<file path="config.mk">
export PLATFORM = sky130hd
export DESIGN_NAME = ascii_to_baudot_shift_encoder
export DESIGN_NICKNAME = d
export VERILOG_FILES = /design/src/sv/a2b_pkg.sv /design/src/sv/a2b_in_stage.sv /design/src/sv/a2b_encode.sv /design/src/sv/a2b_out_stage.sv /design/src/sv/ascii_to_baudot_shift_encoder.sv
export SDC_FILE = /design/constraint.sdc
export NUM_CORES = 1
export LEC_CHECK = 0
export BUFFER_PORTS_ARGS = -buffer_cell sky130_fd_sc_hd__buf_4
export CAP_MARGIN = 40
export CELL_PAD_IN_SITES_DETAIL_PLACEMENT = 0
export CELL_PAD_IN_SITES_GLOBAL_PLACEMENT = 1
export CORE_MARGIN = 2
export CORE_UTILIZATION = 45
export CTS_CLUSTER_SIZE = 40
export DETAILED_ROUTE_END_ITERATION = 10
export GPL_TIMING_DRIVEN = 0
export PLACE_DENSITY = 0.87
export SLEW_MARGIN = 15
export SYNTH_ARGS = -nofsm -noshare
export SYNTH_HDL_FRONTEND = slang
export SYNTH_SLANG_ARGS = --single-unit
</file>
<file path="constraint.sdc">
create_clock -name clk -period 3.8 [get_ports clk]
set_input_delay 0.95 -clock clk [delete_from_list [all_inputs] [get_ports clk]]
set_output_delay 0.95 -clock clk [all_outputs]
set_load 0.02 [all_outputs]
</file>
<file path="src/sv/a2b_pkg.sv">
// Shared types, code tables and the character mapping function for the
// ASCII to ITA2 Baudot encoder. No dependencies.

package a2b_pkg;

    typedef logic [7:0] char_t;
    typedef logic [4:0] code_t;
    typedef logic [1:0] shift_t;

    // Shift states
    localparam shift_t SH_UNKNOWN = 2'd0;
    localparam shift_t SH_LETTERS = 2'd1;
    localparam shift_t SH_FIGURES = 2'd2;

    // Shift codes and case-free codes
    localparam code_t CODE_LTRS  = 5'd31;
    localparam code_t CODE_FIGS  = 5'd27;
    localparam code_t CODE_SPACE = 5'd4;
    localparam code_t CODE_CR    = 5'd2;
    localparam code_t CODE_LF    = 5'd8;
    localparam code_t CODE_NONE  = 5'd0;

    localparam code_t DIGIT_CODES [10] = '{
        5'd22, 5'd23, 5'd19, 5'd1, 5'd10, 5'd16, 5'd21, 5'd7, 5'd6, 5'd24
    };

    localparam code_t ALPHA_CODES [26] = '{
        5'd3,  5'd25, 5'd14, 5'd9,  5'd1,  5'd13, 5'd26, 5'd20, 5'd6,
        5'd11, 5'd15, 5'd18, 5'd28, 5'd12, 5'd24, 5'd22, 5'd23, 5'd10,
        5'd5,  5'd16, 5'd7,  5'd30, 5'd19, 5'd29, 5'd21, 5'd17
    };

    // Character lookup: code, whether it needs a case, and which case
    typedef struct packed {
        logic   cased;
        shift_t need;
        code_t  code;
    } map_t;

    // What the encoder hands to the result stage for one byte
    typedef struct packed {
        logic  two;
        code_t first_code;
        logic  first_shift;
        code_t second_code;
    } enc_res_t;

    function automatic map_t a2b_map(input char_t c);
        map_t m;
        char_t off;
        m.cased = 1'b0;
        m.need  = SH_UNKNOWN;
        m.code  = CODE_NONE;
        off     = '0;
        if (c inside {["0":"9"]}) begin
            off    = c - 8'h30;
            m.code = DIGIT_CODES[off[3:0]];
            m.cased = 1'b1;
            m.need  = SH_FIGURES;
        end
        else if (c inside {["A":"Z"]}) begin
            off    = c - 8'h41;
            m.code = ALPHA_CODES[off[4:0]];
            m.cased = 1'b1;
            m.need  = SH_LETTERS;
        end
        else if (c inside {["a":"z"]}) begin
            off    = c - 8'h61;
            m.code = ALPHA_CODES[off[4:0]];
            m.cased = 1'b1;
            m.need  = SH_LETTERS;
        end
        else begin
            // figures-case punctuation and case-free characters
            m.cased = 1'b1;
            m.need  = SH_FIGURES;
            case (c)
                8'h2C: m.code = 5'd12;  // ,
                8'h2E: m.code = 5'd28;  // .
                8'h3A: m.code = 5'd14;  // :
                8'h3B: m.code = 5'd30;  // ;
                8'h22: m.code = 5'd17;  // "
                8'h21: m.code = 5'd13;  // !
                8'h2F: m.code = 5'd29;  // /
                8'h2D: m.code = 5'd3;   // -
                8'h27: m.code = 5'd11;  // '
                8'h28: m.code = 5'd15;  // (
                8'h29: m.code = 5'd18;  // )
                8'h26: m.code = 5'd26;  // &
                8'h23: m.code = 5'd20;  // #
                8'h3F: m.code = 5'd25;  // ?
                8'h20:
                begin
                    m.cased = 1'b0;
                    m.code  = CODE_SPACE;
                end
                8'h0D:
                begin
                    m.cased = 1'b0;
                    m.code  = CODE_CR;
                end
                8'h0A:
                begin
                    m.cased = 1'b0;
                    m.code  = CODE_LF;
                end
                default:
                begin
                    // NUL and unmapped bytes
                    m.cased = 1'b0;
                    m.code  = CODE_NONE;
                end
            endcase
        end
        return m;
    endfunction

endpackage

</file>
<file path="src/sv/a2b_in_stage.sv">
// Input register for the Baudot encoder: holds one accepted byte until the
// result stage takes it. Depends on a2b_pkg.

module a2b_in_stage (
    input  logic           clk,
    input  logic           rst_n,
    input  logic           in_valid,
    output logic           in_stall,
    input  a2b_pkg::char_t ascii_char,
    input  logic           advance,
    output logic           item_valid,
    output a2b_pkg::char_t item_char
);
    import a2b_pkg::*;

    logic  valid_reg;
    logic  valid_next;
    char_t char_reg;
    logic  accept;

    // Take a new byte whenever the held one moves on or none is held
    assign in_stall = valid_reg && !advance;
    assign accept   = in_valid && !in_stall;

    always_comb
    begin
        valid_next = valid_reg;
        if (accept)
        begin
            valid_next = 1'b1;
        end
        else if (advance)
        begin
            valid_next = 1'b0;
        end
    end

    always_ff @(posedge clk or negedge rst_n)
    begin
        if (!rst_n)
        begin
            valid_reg <= 1'b0;
        end
        else
        begin
            valid_reg <= valid_next;
        end
    end

    // Payload
    always_ff @(posedge clk)
    begin
        if (accept)
        begin
            char_reg <= ascii_char;
        end
    end

    assign item_valid = valid_reg;
    assign item_char  = char_reg;

endmodule

</file>
<file path="src/sv/a2b_encode.sv">
// Character mapping and shift state for the Baudot encoder. Decides whether
// a shift code goes first. Depends on a2b_pkg.

module a2b_encode (
    input  logic             clk,
    input  logic             rst_n,
    input  a2b_pkg::char_t   item_char,
    input  logic             advance,
    output a2b_pkg::enc_res_t res
);
    import a2b_pkg::*;

    shift_t shift_reg;
    shift_t shift_next;
    map_t   m;

    // Lookup and shift decision
    always_comb
    begin
        m               = a2b_map(item_char);
        res.two         = m.cased && (shift_reg != m.need);
        res.first_code  = m.code;
        res.first_shift = 1'b0;
        res.second_code = m.code;
        if (res.two)
        begin
            res.first_code  = (m.need == SH_LETTERS) ? CODE_LTRS : CODE_FIGS;
            res.first_shift = 1'b1;
        end
        shift_next = shift_reg;
        if (advance && res.two)
        begin
            shift_next = m.need;
        end
    end

    always_ff @(posedge clk or negedge rst_n)
    begin
        if (!rst_n)
        begin
            shift_reg <= SH_UNKNOWN;
        end
        else
        begin
            shift_reg <= shift_next;
        end
    end

endmodule

</file>
<file path="src/sv/a2b_out_stage.sv">
// Result register for the Baudot encoder, with a holding slot for the
// character code that follows an inserted shift. Depends on a2b_pkg.

module a2b_out_stage (
    input  logic              clk,
    input  logic              rst_n,
    input  logic              item_valid,
    input  a2b_pkg::enc_res_t res,
    output logic              advance,
    output logic              out_valid,
    input  logic              out_stall,
    output a2b_pkg::code_t    baudot_code,
    output logic              is_shift,
    output logic              last_of_run
);
    import a2b_pkg::*;

    logic  out_valid_reg;
    logic  out_valid_next;
    logic  pend_valid_reg;
    logic  pend_valid_next;
    code_t pend_code_reg;
    code_t code_reg;
    logic  shift_flag_reg;
    logic  last_reg;
    logic  out_take;
    logic  load_pend;

    assign out_take  = out_valid_reg && !out_stall;
    // A new byte enters only when no second code is still queued
    assign advance   = item_valid && !pend_valid_reg && (!out_valid_reg || !out_stall);
    assign load_pend = !advance && out_take && pend_valid_reg;

    always_comb
    begin
        out_valid_next  = out_valid_reg;
        pend_valid_next = pend_valid_reg;
        if (advance)
        begin
            out_valid_next  = 1'b1;
            pend_valid_next = res.two;
        end
        else if (out_take)
        begin
            out_valid_next  = pend_valid_reg;
            pend_valid_next = 1'b0;
        end
    end

    always_ff @(posedge clk or negedge rst_n)
    begin
        if (!rst_n)
        begin
            out_valid_reg  <= 1'b0;
            pend_valid_reg <= 1'b0;
        end
        else
        begin
            out_valid_reg  <= out_valid_next;
            pend_valid_reg <= pend_valid_next;
        end
    end

    // Payload
    always_ff @(posedge clk)
    begin
        if (advance)
        begin
            code_reg       <= res.first_code;
            shift_flag_reg <= res.first_shift;
            last_reg       <= !res.two;
            pend_code_reg  <= res.second_code;
        end
        else if (load_pend)
        begin
            code_reg       <= pend_code_reg;
            shift_flag_reg <= 1'b0;
            last_reg       <= 1'b1;
        end
    end

    assign out_valid   = out_valid_reg;
    assign baudot_code = code_reg;
    assign is_shift    = shift_flag_reg;
    assign last_of_run = last_reg;

endmodule

</file>
<file path="src/sv/ascii_to_baudot_shift_encoder.sv">
// Top level of the ASCII to ITA2 Baudot encoder.
// Depends on a2b_pkg, a2b_in_stage, a2b_encode and a2b_out_stage.

// Takes one ASCII byte per transfer and gives one or two 5-bit ITA2 codes.
// A byte whose case differs from the current shift state (unknown after
// reset) first gives a letters (31) or figures (27) shift with is_shift set,
// then the character code; last_of_run marks the final code of each byte.
// A byte goes from the input register through the combinational lookup
// into the output register; bytes needing no shift go at one byte per cycle
// while out_stall is low. A byte that needs a shift holds off the next while
// its trailing code waits in the single output register's one-entry slot.

module ascii_to_baudot_shift_encoder (
    input  logic           clk,
    input  logic           rst_n,
    input  logic           in_valid,
    output logic           in_stall,
    input  a2b_pkg::char_t ascii_char,
    output logic           out_valid,
    input  logic           out_stall,
    output a2b_pkg::code_t baudot_code,
    output logic           is_shift,
    output logic           last_of_run
);
    import a2b_pkg::*;

    logic     advance;
    logic     item_valid;
    char_t    item_char;
    enc_res_t res;

    a2b_in_stage u_in (
        .clk        (clk),
        .rst_n      (rst_n),
        .in_valid   (in_valid),
        .in_stall   (in_stall),
        .ascii_char (ascii_char),
        .advance    (advance),
        .item_valid (item_valid),
        .item_char  (item_char)
    );

    a2b_encode u_enc (
        .clk       (clk),
        .rst_n     (rst_n),
        .item_char (item_char),
        .advance   (advance),
        .res       (res)
    );

    a2b_out_stage u_out (
        .clk         (clk),
        .rst_n       (rst_n),
        .item_valid  (item_valid),
        .res         (res),
        .advance     (advance),
        .out_valid   (out_valid),
        .out_stall   (out_stall),
        .baudot_code (baudot_code),
        .is_shift    (is_shift),
        .last_of_run (last_of_run)
    );

endmodule

</file>
* Word level (Yosys, flattened, before mapping)
Memory sizes are Yosys's and may differ from the RTL's.
Index checks and enable logic that the tools add are counted.
W data, S select, Z words.
** Storage, ports and cells
- Flip-flop bits (word level) :: 25
- Bits in read-only memories :: 400
- Output and inout bits :: 9
- Memories :: 3
** Operators by class
- $add $sub $neg :: 3
- Order comparisons :: 9
- Equality and inequality tests :: 19
- Mux-type cells :: 25
- Bitwise logic cells :: 3
- Reductions and logical operators :: 23
** Memories
- (name not given) :: words 32, bits a word 5, read ports 1, clocked after memory_dff 0, write ports 0, RTL line a2b_pkg.sv:63 : m.code = ALPHA_CODES[off[4:0]];
- (name not given) :: words 32, bits a word 5, read ports 1, clocked after memory_dff 0, write ports 0, RTL line a2b_pkg.sv:69 : m.code = ALPHA_CODES[off[4:0]];
- (name not given) :: words 16, bits a word 5, read ports 1, clocked after memory_dff 0, write ports 0, RTL line a2b_pkg.sv:57 : m.code = DIGIT_CODES[off[3:0]];
** Operators with widths (count)
- $eq A8 B6 Y1 const B :: 15
- $pmux W5 S17 :: 1
- $mux W5 :: 8
- $mux W8 :: 3
- $eq A8 B4 Y1 const B :: 2
- $ge A8 B7 Y1 const B :: 2
- $le A8 B7 Y1 const B :: 2
- $reduce_or A14 Y1 :: 1
- $ge A6 B6 Y1 const B :: 2
- $logic_and A1 B1 Y1 :: 12
- $not A5 Y6 :: 2
- $mux W1 :: 11
- $sub A5 B1 Y5 const B :: 2
- $ge A8 B6 Y1 const B :: 1
- $le A8 B6 Y1 const B :: 1
- $logic_not A1 Y1 :: 6
- $mux W6 :: 1
- $reduce_bool A2 Y1 :: 3
- $ge A5 B5 Y1 const B :: 1
- $not A4 Y5 :: 1
- $sub A4 B1 Y4 const B :: 1
- $mux W3 :: 1
- $eq A2 B1 Y1 const B :: 1
- $ne A2 B2 Y1 :: 1
- $logic_or A1 B1 Y1 :: 1

* Depth between registers and ports, before layout
- Depth in word-level cells :: 12
- Gate-level depth with buffers :: 11

* Hierarchy
A second synthesis with hierarchy kept.
** Unflattened totals
- Cell total of the unflattened synthesis :: 219
- Area total of the unflattened synthesis :: 2114.5 µm²
** Modules (own cells, without submodules)
- a2b_encode :: times used 1, cells each 177, area each 1272.5 µm²
- a2b_out_stage :: times used 1, cells each 29, area each 544.3 µm²
- a2b_in_stage :: times used 1, cells each 13, area each 297.8 µm²

* Worst setup path before layout
OpenSTA, ideal clock, no wires.
- Kind :: input port to output port
- Start point :: input out_stall
- End point :: output in_stall
- Arrival time :: 1.702 ns
- Data required time :: 2.850 ns
- Setup slack :: 1.148 ns
- Stages on the path :: 6
- Path buffers :: 1
- Cells stage by stage :: nand2_1 -> nand2_1 -> or2_2 -> clkbuf_1 -> nand2_1 -> inv_1
** Between the ends
- Word-level cells in the longest chain between the ends :: 5
** RTL lines
- start, declared :: RTL line ascii_to_baudot_shift_encoder.sv:20 : input logic out_stall,
- $logic_not A1 Y1 :: RTL line a2b_out_stage.sv:31 : assign advance = item_valid && !pend_valid_reg && (!out_valid_reg || !out_stall);
- $logic_or A1 B1 Y1 :: RTL line a2b_out_stage.sv:31
- $logic_and A1 B1 Y1 :: RTL line a2b_out_stage.sv:31
- $logic_not A1 Y1 :: RTL line a2b_in_stage.sv:22 : assign in_stall = valid_reg && !advance;
- $logic_and A1 B1 Y1 :: RTL line a2b_in_stage.sv:22
- end, declared :: RTL line ascii_to_baudot_shift_encoder.sv:17 : output logic in_stall,
Every way passes these cells.

==> results.cfg <==
[critical_path]
critPathArrivalTime_ns = 3.19
setup.worst_path.start = u_in.item_char[0]$_DFFE_PP_
worst-endpoint-required_ns = 3.83
critPathMaxFanout = 10
worst_setup_path_end_kind = register
reg2reg_from = u_in.item_char[0]$_DFFE_PP_
path_common_cell = sky130_fd_sc_hd__ha_1
reg2reg_to = u_out.baudot_code[2]$_DFFE_PP_
regToRegSetupSlack_ns = 0.64
critical-path-max-stage-delay_ns = 0.55
start_kind = register
critical_path_class = register to register
reg2reg_depth = 9
timing.critical_path.cells = buf_6 > inv_1 > ha_1 > ha_1 > clkbuf_1 > mux4_2 > mux2i_1 > a221oi_2 > a31o_1
crit_slowest_cell = sky130_fd_sc_hd__mux4_2

[timing]
holdWs_ns = 0.472
timing.clock.skew_ns = 0.00383
max-slew-margin-rel = 0.535
report.final.setup_viol = 0
setup_tns_ns = 0
max_freq_ghz = 0.316
fin_crit_sh = 0.832
final.min_clock_period_ns = 3.16
setup_repair_after_global_routing_missed_its_margin = no
hold_viol = 0
slew_viol_final = 0
max_slew.worst_pin.slew_ns = 0.698

[pwr]
static-leakage-power_nw = 0.940
irDropWorstVdd_mv = 0.315
power.density_nw_per_um2 = 575

[cts]
cts_resized = 0
clock-root-buffer = sky130_fd_sc_hd__clkbuf_8
cts_tree = yes
htreeDepth = 1
clkTransAtPathRegs_ns = 0.08
clkLatencyLatePin_ns = 0.26
cts.sinks = 25
cts_max_path_buffers = 2
post-cts-setup-buffer-count = 0
postCtsHoldBufs = 0
cts_made_buffers = 3

[route]
firstDrtPassIters = 4
routed_wire_length_per_instance_um = 15.2
antenna_left = 0
detailroute.via_count = 1733
initialDrtViolationCount = 169
route.final.wire_length_mm = 4.46
remaining_drc_errors = 0
drt-vias-per-instance = 5.89

[finish]
fin_area_um2 = 2340
n_antenna_cell = 0
layout_common_cells = sky130_fd_sc_hd__buf_4 (21), sky130_fd_sc_hd__edfxtp_1 (20), sky130_fd_sc_hd__nand2_1 (18)
filler_cell_count = 418
layout_commonest_cell = sky130_fd_sc_hd__buf_4
nNetsFinal = 267
synthToLayoutAreaGrowth_pct = 12.5
largest_reg_flops = 8
layout-drive-gt1-share = 0.211
layout.cells.non_filler = 294
fin_util = 0.530

[logic_synthesis]
yosys_register_bits = 25
yosys.cell_types.count = 63
synth_enable_flop_cells = 20
seq_area_frac_synth = 0.349
postSynthNetCount = 242
postSynthAreaPerCell_um2 = 9.53
synth-main-ff-cell = sky130_fd_sc_hd__edfxtp_1
synth_async_reset_ratio = 0.200
cell_area_after_synthesis_um2 = 2080
postSynthCellCount = 218
yosys_synthesis_warning_count = 0

[flow_run]
maxCapViolCount = 0

[global_routing]
grt_util_met1 = 0.279
first_global_vias = 1551
grt_util_met2 = 0.288
grt_ovf = 0
globalRouteMet3Util = 0.0347
top_usage_layer = met2
grt_start_max_net_pins = 14
global_route_usage_over_all_layers = 0.188
grt_pass1_wl_mm = 7.67
initial_antenna_violation_count = 0

[die]
die_y_um = 72.0
start_util = 0.471
std_cell_rows = 24
die_w_um = 72.0
core_um2 = 4410
ioPinCount = 21
die_area_um2 = 5180

[outcome]
outcome = finished, final reports clean

[placement]
detailedPlacementHpwl_mm = 3.39
placement.io_buffers = 20
post_dp_cell_area_um2 = 2290
place_congestion = 0.877
placed_cells = 290

[min_path]
timing.hold.worst.class = primary input to async pin
==> worst max-delay path: cells and delay by family, from the launching register on <==
kind / cells / cell delay, ns
DFF: 1 / 0.49
buffers and inverters: 3 / 0.65
muxes: 2 / 0.83
AOI/OAI and AO/OA: 2 / 0.30
adders and majority gates: 2 / 0.65
==> area by class of cell <==
cell class	instances	area (µm²)	area share
plain buffers	15	106	0.0455
repair buffers	20	150	0.0642
multi-input cells	166	1200	0.514
well taps	52	65.1	0.0278
clock buffers	4	45.0	0.0193
flip-flops and latches	25	726	0.310
inverters	12	45.0	0.0193
==> how the worst max path moves through the flow <==
stage | end | slack (ns) | cells past startpoint
floorplan | in_stall | 1.15 | 6
global placement | u_out.baudot_code[2]$_DFFE_PP_ | 0.63 | 9
detailed placement | u_out.baudot_code[2]$_DFFE_PP_ | 0.67 | 9
CTS | u_out.baudot_code[2]$_DFFE_PP_ | 0.64 | 9
global route | u_out.baudot_code[2]$_DFFE_PP_ | 0.41 | 9
finish | u_out.baudot_code[2]$_DFFE_PP_ | 0.64 | 9
==> synthesized netlist by cell type (all sizes together) (2+ instances only) <==
master,instances,share of area
xnor2,2,0.0084
o22ai,2,0.0060
o21ai,18,0.045
a21o,2,0.0072
o22a,3,0.013
clkbuf,2,0.0036
o31ai,2,0.0072
ha,12,0.072
nor2,11,0.020
nor3,6,0.014
dfrtp,5,0.060
a211o,2,0.0084
and2,4,0.012
o21bai,2,0.0072
a21boi,2,0.0090
nor2b,6,0.018
nand2b,8,0.024
inv,11,0.020
nor4,2,0.0060
a221oi,2,0.011
or2,3,0.0090
o2111ai,2,0.011
a311oi,2,0.0084
buf,13,0.048
a2111oi,2,0.011
edfxtp,20,0.29
a32o,2,0.0096
nor3b,3,0.016
mux2i,8,0.039
nand4,3,0.0090
nand2,19,0.036
a31oi,2,0.0090
a211oi,4,0.019
xor2,3,0.016
a21oi,12,0.029
==> power by group <==
part / total [mW] / switching [mW] / internal (mW)
Clock: 0.152 / 0.0771 / 0.0748
Combinational: 0.727 / 0.429 / 0.299
Sequential: 0.465 / 0.0455 / 0.420
Total: 1.34 / 0.551 / 0.793
==> per-layer routing <==
layer | vias up | routed length, µm
met2 | 51 | 2080
met1 | 825 | 2120
met4 | 0 | 34
met5 | - | 0
met3 | 4 | 225
li1 | 853 | -
==> through the flow <==
stage	setup WS [ns]	total power [mW]
after floorplan	1.15	1.00
after global placement	0.631	1.19
after detailed placement	0.668	1.20
after CTS	0.644	1.35
after global routing	0.406	1.46
final	0.637	1.34
==> cells by family after synthesis <==
family | after synthesis | synth area share
compound gates | 67 | 0.237
xor+xnor | 5 | 0.0247
fa+ha+maj | 12 | 0.0722
buf+inv | 27 | 0.0728
flops | 25 | 0.349
mux | 10 | 0.0548
simple gates | 72 | 0.189
No activity file was read; power rests on OpenSTA's default activity.
